File: config.mk
export PLATFORM = sky130hd
export DESIGN_NAME = bracket_pair_matcher
export DESIGN_NICKNAME = d
export VERILOG_FILES = /design/src/rtl/bpm_pkg.sv /design/src/rtl/bracket_pair_matcher.sv
export SDC_FILE = /design/constraint.sdc
export NUM_CORES = 1
export LEC_CHECK = 0
export BUFFER_PORTS_ARGS = -buffer_cell sky130_fd_sc_hd__buf_2
export CAP_MARGIN = 10
export CORE_ASPECT_RATIO = 2
export CORE_MARGIN = 2
export CORE_UTILIZATION = 40
export DETAILED_ROUTE_END_ITERATION = 6
export HOLD_SLACK_MARGIN = 0.08
export PLACE_DENSITY_LB_ADDON = 0.1
export SYNTH_ARGS = -nofsm -noshare
export SYNTH_HDL_FRONTEND = slang
export SYNTH_SLANG_ARGS = --single-unit
File: constraint.sdc
create_clock -name clk -period 3.2 [get_ports clk]
set_clock_uncertainty 0.05 [all_clocks]
set_input_delay 0.32 -clock clk [delete_from_list [all_inputs] [get_ports clk]]
set_output_delay 0.32 -clock clk [all_outputs]
set_load 0.01 [all_outputs]
File: src/rtl/bpm_pkg.sv
// ----------------------------------------------------------------------------
// bpm_pkg: shared constants and helpers for the bracket pair matcher
// Holds the sizing constants, the result status codes and the bracket
// character codes together with the functions that classify a character.
// ----------------------------------------------------------------------------
package bpm_pkg;

  // Sizing of the open-position stack and of the position counter.
  localparam int STACK_DEPTH = 128;
  localparam int MAX_LEN     = 1024;
  localparam int ADDR_W      = $clog2(STACK_DEPTH);
  localparam int DEPTH_W     = $clog2(STACK_DEPTH + 1);
  localparam int POS_W       = $clog2(MAX_LEN + 1);

  // Fixed field widths of the stream beats.
  localparam int CHAR_W      = 8;
  localparam int OUT_POS_W   = 10;
  localparam int STATUS_W    = 2;
  localparam int OUT_DATA_W  = ((2 * OUT_POS_W + 7) / 8) * 8;

  typedef logic [STATUS_W-1:0]  status_t;
  typedef logic [OUT_POS_W-1:0] opos_t;

  // Result status codes.
  localparam status_t ST_OK        = 2'd0;
  localparam status_t ST_UNMATCHED = 2'd1;
  localparam status_t ST_STACK_OVF = 2'd2;
  localparam status_t ST_POS_OVF   = 2'd3;

  // Bracket character codes.
  localparam logic [CHAR_W-1:0] CH_LPAREN = 8'h28;
  localparam logic [CHAR_W-1:0] CH_RPAREN = 8'h29;
  localparam logic [CHAR_W-1:0] CH_LBRACK = 8'h5B;
  localparam logic [CHAR_W-1:0] CH_RBRACK = 8'h5D;
  localparam logic [CHAR_W-1:0] CH_LBRACE = 8'h7B;
  localparam logic [CHAR_W-1:0] CH_RBRACE = 8'h7D;
  localparam logic [CHAR_W-1:0] CH_LANGLE = 8'h3C;
  localparam logic [CHAR_W-1:0] CH_RANGLE = 8'h3E;

  function automatic logic is_opener(input logic [CHAR_W-1:0] c);
    return (c == CH_LPAREN) || (c == CH_LBRACK) || (c == CH_LBRACE) || (c == CH_LANGLE);
  endfunction

  function automatic logic is_closer(input logic [CHAR_W-1:0] c);
    return (c == CH_RPAREN) || (c == CH_RBRACK) || (c == CH_RBRACE) || (c == CH_RANGLE);
  endfunction

endpackage

File: src/rtl/bracket_pair_matcher.sv
// ----------------------------------------------------------------------------
// bracket_pair_matcher: matches opening and closing brackets in a byte stream
// Characters enter on the in_ stream, one per beat, numbered from zero. An
// opening bracket of any kind pushes its position onto a stack memory; a
// closing bracket pops the latest one and sends the pair out on the out_
// stream. Plain characters only advance the position and send nothing.
// Errors (unmatched close, stack full, position overflow) come out as a beat
// whose tuser carries the status. A beat with in_tlast set is handled and
// then the position and the stack are cleared.
// Throughput is one character per cycle while in_tready is high: each
// character needs at most one write or one read of the single stack
// memory, and the depth and position counters update in the accept cycle.
// A result passes the read stage (memory read), then the output register.
// Reset clears the counters and both result stages; the stack memory itself
// is not cleared, since only entries pushed since the last clear are read.
// When the receiver stalls, one more result is held in the read stage and
// in_tready drops only once both stages are full; plain characters flow on
// while the read stage is free.
// ----------------------------------------------------------------------------
module bracket_pair_matcher (
  input  logic                               clk,
  input  logic                               rst_n,
  // in_tdata: char_code[7:0]
  input  logic                               in_tvalid,
  output logic                               in_tready,
  input  logic [bpm_pkg::CHAR_W-1:0]         in_tdata,
  input  logic                               in_tlast,   // end_of_string
  // out_tdata: open_pos[9:0], close_pos[19:10], zero fill above
  output logic                               out_tvalid,
  input  logic                               out_tready,
  output logic [bpm_pkg::OUT_DATA_W-1:0]     out_tdata,
  // out_tuser: status[1:0]
  output logic [bpm_pkg::STATUS_W-1:0]       out_tuser
);
  import bpm_pkg::*;

  // Stack memory, one synchronous write port and one registered read port.
  logic [OUT_POS_W-1:0] stack_mem [STACK_DEPTH];
  logic [OUT_POS_W-1:0] mem_q_r;

  // Counters.
  logic [DEPTH_W-1:0] depth_r, depth_nxt;
  logic [POS_W-1:0]   pos_r, pos_nxt;

  // Read stage, waiting for the memory data.
  logic     s1_valid_r;
  status_t  s1_status_r;
  opos_t    s1_open_r;
  opos_t    s1_close_r;
  logic     s1_use_mem_r;

  // Output register.
  logic     out_valid_r;
  status_t  out_status_r;
  opos_t    out_open_r;
  opos_t    out_close_r;

  logic        in_acc;
  logic        s1_adv;
  logic        opener, closer;
  logic        pos_ovf, stack_full, stack_empty;
  logic        do_push, do_pop;
  logic        has_result;
  status_t     res_status;
  opos_t       res_open, res_close;
  opos_t       pos_o;
  logic [ADDR_W-1:0] wr_addr, rd_addr;

  // Handshake between the stages.
  assign s1_adv    = s1_valid_r && (!out_valid_r || out_tready);
  assign in_tready = !s1_valid_r || s1_adv;
  assign in_acc    = in_tvalid && in_tready;

  // Classify the character and decide push, pop or error.
  assign opener      = is_opener(in_tdata);
  assign closer      = is_closer(in_tdata);
  assign pos_ovf     = pos_r >= POS_W'(MAX_LEN);
  assign stack_full  = depth_r >= DEPTH_W'(STACK_DEPTH);
  assign stack_empty = depth_r == '0;
  assign pos_o       = OUT_POS_W'(pos_r);
  assign do_push     = opener && !pos_ovf && !stack_full;
  assign do_pop      = closer && !pos_ovf && !stack_empty;
  assign wr_addr     = ADDR_W'(depth_r);
  assign rd_addr     = ADDR_W'(depth_r - DEPTH_W'(1));

  always_comb begin
    has_result = 1'b0;
    res_status = ST_OK;
    res_open   = '0;
    res_close  = '0;
    if (opener || closer) begin
      has_result = 1'b1;
      if (pos_ovf) begin
        res_status = ST_POS_OVF;
      end else if (opener) begin
        if (stack_full) begin
          res_status = ST_STACK_OVF;
          res_open   = pos_o;
        end else begin
          has_result = 1'b0;
        end
      end else if (stack_empty) begin
        res_status = ST_UNMATCHED;
        res_close  = pos_o;
      end else begin
        res_status = ST_OK;
        res_close  = pos_o;
      end
    end
  end

  // Next counter values; end of string overrides the push or pop.
  always_comb begin
    depth_nxt = depth_r;
    pos_nxt   = pos_r;
    if (in_acc) begin
      if (in_tlast) begin
        depth_nxt = '0;
        pos_nxt   = '0;
      end else begin
        if (do_push) begin
          depth_nxt = depth_r + DEPTH_W'(1);
        end else if (do_pop) begin
          depth_nxt = depth_r - DEPTH_W'(1);
        end
        if (!pos_ovf) begin
          pos_nxt = pos_r + POS_W'(1);
        end
      end
    end
  end

  always_ff @(posedge clk) begin
    if (!rst_n) begin
      depth_r <= '0;
      pos_r   <= '0;
    end else begin
      depth_r <= depth_nxt;
      pos_r   <= pos_nxt;
    end
  end

  // Stack memory access. A pop reads the entry a previous beat wrote at an
  // earlier edge, so push and pop never touch the same entry in one cycle.
  always_ff @(posedge clk) begin
    if (in_acc && do_push) begin
      stack_mem[wr_addr] <= pos_o;
    end
    if (in_acc && do_pop) begin
      mem_q_r <= stack_mem[rd_addr];
    end
  end

  // Read stage.
  always_ff @(posedge clk) begin
    if (!rst_n) begin
      s1_valid_r <= 1'b0;
    end else if (in_acc) begin
      s1_valid_r <= has_result;
    end else if (s1_adv) begin
      s1_valid_r <= 1'b0;
    end
  end

  always_ff @(posedge clk) begin
    if (in_acc) begin
      s1_status_r  <= res_status;
      s1_open_r    <= res_open;
      s1_close_r   <= res_close;
      s1_use_mem_r <= do_pop;
    end
  end

  // Output register.
  always_ff @(posedge clk) begin
    if (!rst_n) begin
      out_valid_r <= 1'b0;
    end else if (s1_adv) begin
      out_valid_r <= 1'b1;
    end else if (out_tready) begin
      out_valid_r <= 1'b0;
    end
  end

  always_ff @(posedge clk) begin
    if (s1_adv) begin
      out_status_r <= s1_status_r;
      out_open_r   <= s1_use_mem_r ? mem_q_r : s1_open_r;
      out_close_r  <= s1_close_r;
    end
  end

  assign out_tvalid = out_valid_r;
  assign out_tdata  = OUT_DATA_W'({out_close_r, out_open_r});
  assign out_tuser  = out_status_r;

  // Checks on the internal bookkeeping.
  a_depth_bound: assert property (@(posedge clk) disable iff (!rst_n)
    depth_r <= DEPTH_W'(STACK_DEPTH))
    else $error("stack depth beyond capacity");

  a_pos_bound: assert property (@(posedge clk) disable iff (!rst_n)
    pos_r <= POS_W'(MAX_LEN))
    else $error("position counter beyond saturation");

  a_eos_clear: assert property (@(posedge clk) disable iff (!rst_n)
    (in_acc && in_tlast) |=> (depth_r == '0 && pos_r == '0))
    else $error("end of string did not clear the counters");

  a_pop_result: assert property (@(posedge clk) disable iff (!rst_n)
    (in_acc && do_pop) |=> (s1_valid_r && s1_use_mem_r))
    else $error("pop did not produce a memory-sourced result");

  a_full_stall: assert property (@(posedge clk) disable iff (!rst_n)
    (s1_valid_r && out_valid_r && !out_tready) |-> !in_tready)
    else $error("input accepted with both result stages full");

endmodule
==> results of run 1 <==
-- flip-flops by register name (all words and copies together), names as in the netlist --
signal,count
s1_close_r,10
out_tuser,2
stack_mem,1280
s1_use_mem_r,1
pos_r,11
out_close_r,10
s1_open_r,10
s1_status_r,2
mem_q_r,10
s1_valid_r,1
depth_r,8
out_tvalid,1
out_open_r,10
-- metal layers --
| metal | GRT usage | routed length [um] | up-vias |
|---|---|---|---|
| met3 | 0.02086 | 4713 | 189 |
| met1 | 0.2437 | 52310 | 14130 |
| li1 | - | - | 11310 |
| met5 | 0 | 13 | - |
| met2 | 0.4009 | 78580 | 642 |
| met4 | 0.08415 | 5384 | 2 |
-- stage by stage --
stage	instance area [um^2]	cells
final	60800	4743
after CTS	60790	4742
after detailed placement	56970	4516
after global routing	60800	4743
after floorplan	52710	2646
after global placement	56970	4516
-- power breakdown --
part | switching [uW] | internal, uW | leakage (uW) | total (uW)
clock network | 6420 | 7710 | 0.00183 | 14100
registers | 41.0 | 19300 | 0.0136 | 19300
logic | 1180 | 451 | 0.00495 | 1630
-- cell families after synthesis --
kind of cell             count (synthesis)
flip-flops                            1356
other                                    1
buffers and inverters                  164
AND/OR/NAND/NOR                        639
XOR/XNOR                                 9
multiplexers                           373
adder cells (fa/ha/maj)                  5
AO/OA/AOI/OAI                           96
-- worst max-delay path, stage by stage, from the launching register on --
cell,delay (ns)
dfxtp_1,0.34
inv_1,0.11
ha_4,0.36
buf_12,0.23
buf_4,0.24
mux4_2,0.21
mux2i_1,0.08
buf_4,0.16
a32oi_1,0.45
nand4_1,0.54
nand4_1,0.25
-- layout by cell type (no fill, tap or decap), types with 11 or more instances in the layout --
master,n
nand3_1,99
clkinv_1,23
dfxtp_4,11
nand4_1,57
and3_1,17
edfxtp_1,1335
clkinv_2,22
clkbuf_1,32
mux2_2,11
buf_2,36
bufinv_16,11
a32oi_1,41
nand2_1,263
nor2_1,148
inv_1,11
buf_4,246
and2_1,15
a21oi_1,13
mux4_2,320
mux2i_1,42
clkbuf_16,118
buf_12,31
-- worst paths after layout --
kind                               startpoint                  endpoint  slack, ns
setup / recovery      depth_r[1]$_SDFFE_PN0P_      mem_q_r[9]$_DFFE_PP_      -0.05
hold / removal                     out_tready   s1_valid_r$_SDFFE_PN0P_       0.17
setup reg to reg      depth_r[1]$_SDFFE_PN0P_      mem_q_r[9]$_DFFE_PP_      -0.05
hold reg to reg   s1_close_r[3]$_SDFFCE_PP0P_  out_close_r[3]$_DFFE_PP_       0.37
-- repair_timing --
item                                    4_1_cts  5_1_grt
hold buffers                                  4        0
gates resized for setup                       0        0
hold endpoints to repair                     11        0
endpoints found under the setup margin        0        0
buffers inserted                              0        0
-- final cells by class --
type / count / area (um^2)
multi-input combinational: 1126 / 11590
fill: 10970 / 70220
sequential: 1356 / 40550
antenna: 1 / 2.502
tap: 1710 / 2140
clock inverter: 72 / 710.7
timing repair buffer: 317 / 2688
clock buffer: 150 / 3073
inverter: 11 / 41.29
==> run metrics, run 1 <==
fin crit share=1.017; Core Util, Final=0.4640; WL final=141000 um; Die Height=517.3 um; Main synth FF type=edfxtp_1; Pleak=0.02037 uW; Fin. Hold Viols=0; H-tree depth=3; Slew HR=0.3234; worst setup margin=-0.05337 ns; Post-synth top cells=edfxtp_1, mux4_2, nand2_1; # rows=188; synth top area cells=edfxtp_1, mux4_2, nand2_1; largest family of logic cells by synthesized area=multiplexers; drt pass-1 iters=7; Power per Cell Area=577.4 mW/mm^2; final worst path period need=~3.3 ns; status=finished with violations; Core Region=0.1310 mm^2; RD Place Congestion=0.8347; Starting Density=0.4022; DRC viols=0; Synth Area in Compound Gates=0.01370; Pwr Total=approximately 35000 uW; Max Cap Viol=0; Routed WL per cell=29.73 um; Cells on Worst Hold Path=5; Netlist cell types=53; first-pass GRT wire length=a little over 200000 um; Crit Path Class=register to register; Seq cells post-synth=1356; CTS clock-pin slew for the worst setup and hold paths=0.07 ns; ANT nets after route=0; antenna violations before repair=5; final hold slack=0.1720 ns; WP data arrival=3.79 ns; most frequent cell after synthesis=edfxtp_1; worst slew pin tran=1.015 ns; post-synthesis sequential area ratio=0.7688; RSZ-0062 raised after global routing=no; via-per-instance ratio=5.540; total CTS buffers=117; fmax=307.4 MHz; pre-CTS setup slack=0.03023 ns; die area=0.1348 mm^2; CTS tree=built; Req. time, crit path=3.74 ns; most area-hungry cell type in the Yosys netlist=edfxtp_1; DRT iter0 DRCs=2038; IO Port Bufs=36; GRT Overall Usage=0.2120; Die X=260.6 um; R2R cell count=10; failing checks=negative setup slack; vias after detailed routing=between 20000 and 30000; GRT overflow=0; Max Slew Vio Count=0; EDFF count, synth=about 1300; Post-Synth Simple-Gate Area=0.05468; worst vdd ir=roughly 440 uV; Skew-Pair Late Insertion Delay=0.74 ns; Worst Path Max Fanout=33; root buf cell=clkbuf_16; post-synth top area share=0.7608; warnings from Yosys=0; Avg Cell Area, Syn=19.94 um^2; largest net degree at the start of global routing=approximately 110; multiplexer area fraction after synthesis=0.1471; hold crit path type=input port to register; ys async rst share=0; Synth Instances=2643; Max clock buf depth=3; area grow syn2layout=15.37%; adder-cell share of the synthesized area=0.001187; XOR/XNOR Fraction of Synth Area=0.001496; critical path capture point type=register; CTS sink count=1356; IO Count=41; startpoint types=register; Post-Syn Area=0.05269 mm^2; vias in the first global route=28320; count of final setup violators=1; fin nets=2947; dpl hpwl=approximately 90000 um; Setup TNS Final=-0.05337 ns; share of cells above drive strength 1=0.2757
(Power assumes the default switching activity.)
==> inputs of run 2 (changes only) <==
--- a/config.mk
+++ b/config.mk
@@ -5,11 +5,13 @@
 export SDC_FILE = /design/constraint.sdc
 export NUM_CORES = 1
 export LEC_CHECK = 0
+export ABC_AREA = 1
 export BUFFER_PORTS_ARGS = -buffer_cell sky130_fd_sc_hd__buf_2
 export CAP_MARGIN = 10
 export CORE_ASPECT_RATIO = 2
 export CORE_MARGIN = 2
 export CORE_UTILIZATION = 40
+export CTS_CLUSTER_DIAMETER = 100
 export DETAILED_ROUTE_END_ITERATION = 6
 export HOLD_SLACK_MARGIN = 0.08
 export PLACE_DENSITY_LB_ADDON = 0.1
==> run 2 against run 1 <==
- the flow now finishes without violations
- fmax is 4.3% higher
- hold slack improved by 0.15 ns
- cell area up 4.4%
- non-clock buffer count is 30 lower
- worst setup slack better by 0.13 ns
- critical path depth up 4
- sequential power about the same
- total power rose by 12%
- largest cell class unchanged
- highest routed layer is now met4
==> run metrics, run 2 <==
worst slew pin tran=1.169 ns; RSZ-0062 raised after global routing=no; hold crit path type=input port to register; dpl hpwl=~110000 um; drt pass-1 iters=6; XOR/XNOR Fraction of Synth Area=0.001262; DRC viols=0; Pleak=0.02323 uW; Skew-Pair Late Insertion Delay=0.75 ns; fmax=320.6 MHz; most area-hungry cell type in the Yosys netlist=edfxtp_1; Fin. Hold Viols=0; Req. time, crit path=around 3.6 ns; Placed Cells=6658; post-synth top area share=0.7220; IO Port Bufs=36; Max Cap Viol=0; vias in the first global route=36180; Seq cells post-synth=1356; Starting Density=0.4020; GRT overflow=0; Routed WL per cell=24.69 um; first-pass GRT wire length=246600 um; Worst Path Max Fanout=42; # rows=193; most frequent CP cell=nand2_1; antenna violations before repair=1; Post-CTS Setup Inserts=0; Die X=267.4 um; share of cells above drive strength 1=0.1019; post-synthesis sequential area ratio=0.7296; largest reg by FF count=stack_mem; CTS tree=built; Post-Syn Area=0.05552 mm^2; Slew HR=0.2179; GRT Overall Usage=0.2396; WL final=170100 um; Setup TNS Final=0 ns; final cell count without fillers=around 6900; Synth Instances=4816; Synth Area in Compound Gates=0.01133; largest registers=stack_mem x1280, pos_r x11; H-tree depth=3; synth top area cells=edfxtp_1, nand2_1, nand3_1; Netlist cell types=33; total CTS buffers=119; most frequent cell after synthesis=nand2_1; EDFF count, synth=1335; CTS clock-pin slew for the worst setup and hold paths=0.07 ns; most frequent cells in the layout=nand2_1, edfxtp_1, nand3_1, nor2_1, buf_4; Crit Path Class=register to register; CTS sink count=1356; Main synth FF type=edfxtp_1; Max clock buf depth=3; Crit-path slowest cell=dfxtp_4; ANT nets after route=0; vias after detailed routing=36350; fin crit share=0.9747; startpoint types=register; RD Place Congestion=0.8952; Max Slew Vio Count=0; largest net degree at the start of global routing=140; adder-cell share of the synthesized area=0.001127; Die Height=530.9 um; die area=around 0.14 mm^2; Power per Cell Area=approximately 620 mW/mm^2; number of flip-flops in the largest register=roughly 1300; max incr delay on CP=0.47 ns; largest family of logic cells by synthesized area=simple AND/OR/NAND/NOR gates; Post-Synth Simple-Gate Area=0.2219; ys async rst share=0; fin nets=between 4000 and 5000; Post-synth top cells=nand2_1, edfxtp_1, nand3_1; critical path cell sequence=inv_8 > ha_4 > inv_8 > buf_12 > buf_12 > nand3_1 > nand3_1 > nand3_1 > nand2_1 > nand2_1 > nand3_1 > nand2_1 > nand2_1 > nand2_1; Core Region=0.1381 mm^2; root buf cell=clkbuf_16; via-per-instance ratio=5.278; DRT iter0 DRCs=3025; warnings from Yosys=0; multiplexer area fraction after synthesis=0.002028; status=finished clean; final worst path period need=3.119 ns; WP data arrival=approximately 3.6 ns; count of final setup violators=0; area grow syn2layout=14.26%; worst vdd ir=roughly 360 uV; Avg Cell Area, Syn=11.53 um^2; IO Count=41; critical path capture point type=register; most common cell after layout, fill and taps aside=nand2_1
run 2: where the power goes:
part	switching [uW]	leakage, uW	internal, uW	total (uW)
Clock	6650	0.00198	8420	15100
Combinational	3400	0.00842	1390	4790
Sequential	33.7	0.0128	19300	19300
Total	10100	0.0232	29100	39200
run 2: kinds of logic after synthesis:
family | after synthesis
AOI/OAI and AO/OA | 103
xor gates and xnor gates | 8
adders and majority gates | 5
buffers and inverters | 429
DFF | 1356
muxes | 10
other | 1
and+or+nand+nor | 2904
run 2: final timing paths:
path	from	endpoint	slack (ns)	depth (start not counted)
setup / recovery	depth_r[0]$_SDFFE_PN0P_	mem_q_r[9]$_DFFE_PP_	0.08	14
hold / removal	in_tvalid	pos_r[0]$_SDFFE_PN0P_	0.32	7
setup reg to reg	depth_r[0]$_SDFFE_PN0P_	mem_q_r[9]$_DFFE_PP_	0.08	14
hold reg to reg	s1_close_r[8]$_SDFFCE_PP0P_	out_close_r[8]$_DFFE_PP_	0.37	0
run 2: timing repair:
| action | 4_1_cts | 5_1_grt |
|---|---|---|
| setup endpoints to repair | 0 | 1 |
| endpoints found under the hold margin | 16 | 0 |
| resized for setup | 0 | 1 |
| hold buffers | 4 | 0 |
run 2: routing by layer:
layer | up-vias | share of wire | wire length (um) | global-route usage
met2 | 954 | 0.55 | 92780 | 0.4523
met1 | 18090 | 0.36 | 61580 | 0.2655
li1 | 17000 | - | - | -
met5 | - | 0 | 0 | 0
met4 | 0 | 0.054 | 9211 | 0.1201
met3 | 313 | 0.038 | 6503 | 0.02317
run 2: cell type report:
class	instances	area (um^2)
inverters	133	519.2
multi-input cells	3034	13290
clock inverters	77	877.1
well taps	1852	2317
repair buffers	287	2720
flip-flops and latches	1356	40550
clock buffers	147	3167
fillers	12740	74690
diodes	2	5.005
run 2: stage by stage:
step	util	worst slack (ns)	hold slack, ns	instance area [um^2]	power [uW]
6_report	0.4593	0.08082	0.3175	63440	39170
5_1_grt	0.4593	0.01810	0.3214	63440	40320
4_1_cts	0.4592	0.08008	0.2464	63430	39490
3_5_place_dp	0.4296	0.05487	0.3545	59350	24510
3_3_place_gp	0.4296	0.01789	0.3509	59350	24540
2_1_floorplan	-	0.1948	0.3503	55540	22290
run 2: worst max-delay path, delay by kind of cell, from the launching register on:
kind | cells | cell delay [ns]
fa+ha+maj | 1 | 0.29
flops | 1 | 0.47
simple gates | 9 | 1.16
buf+inv | 4 | 0.79
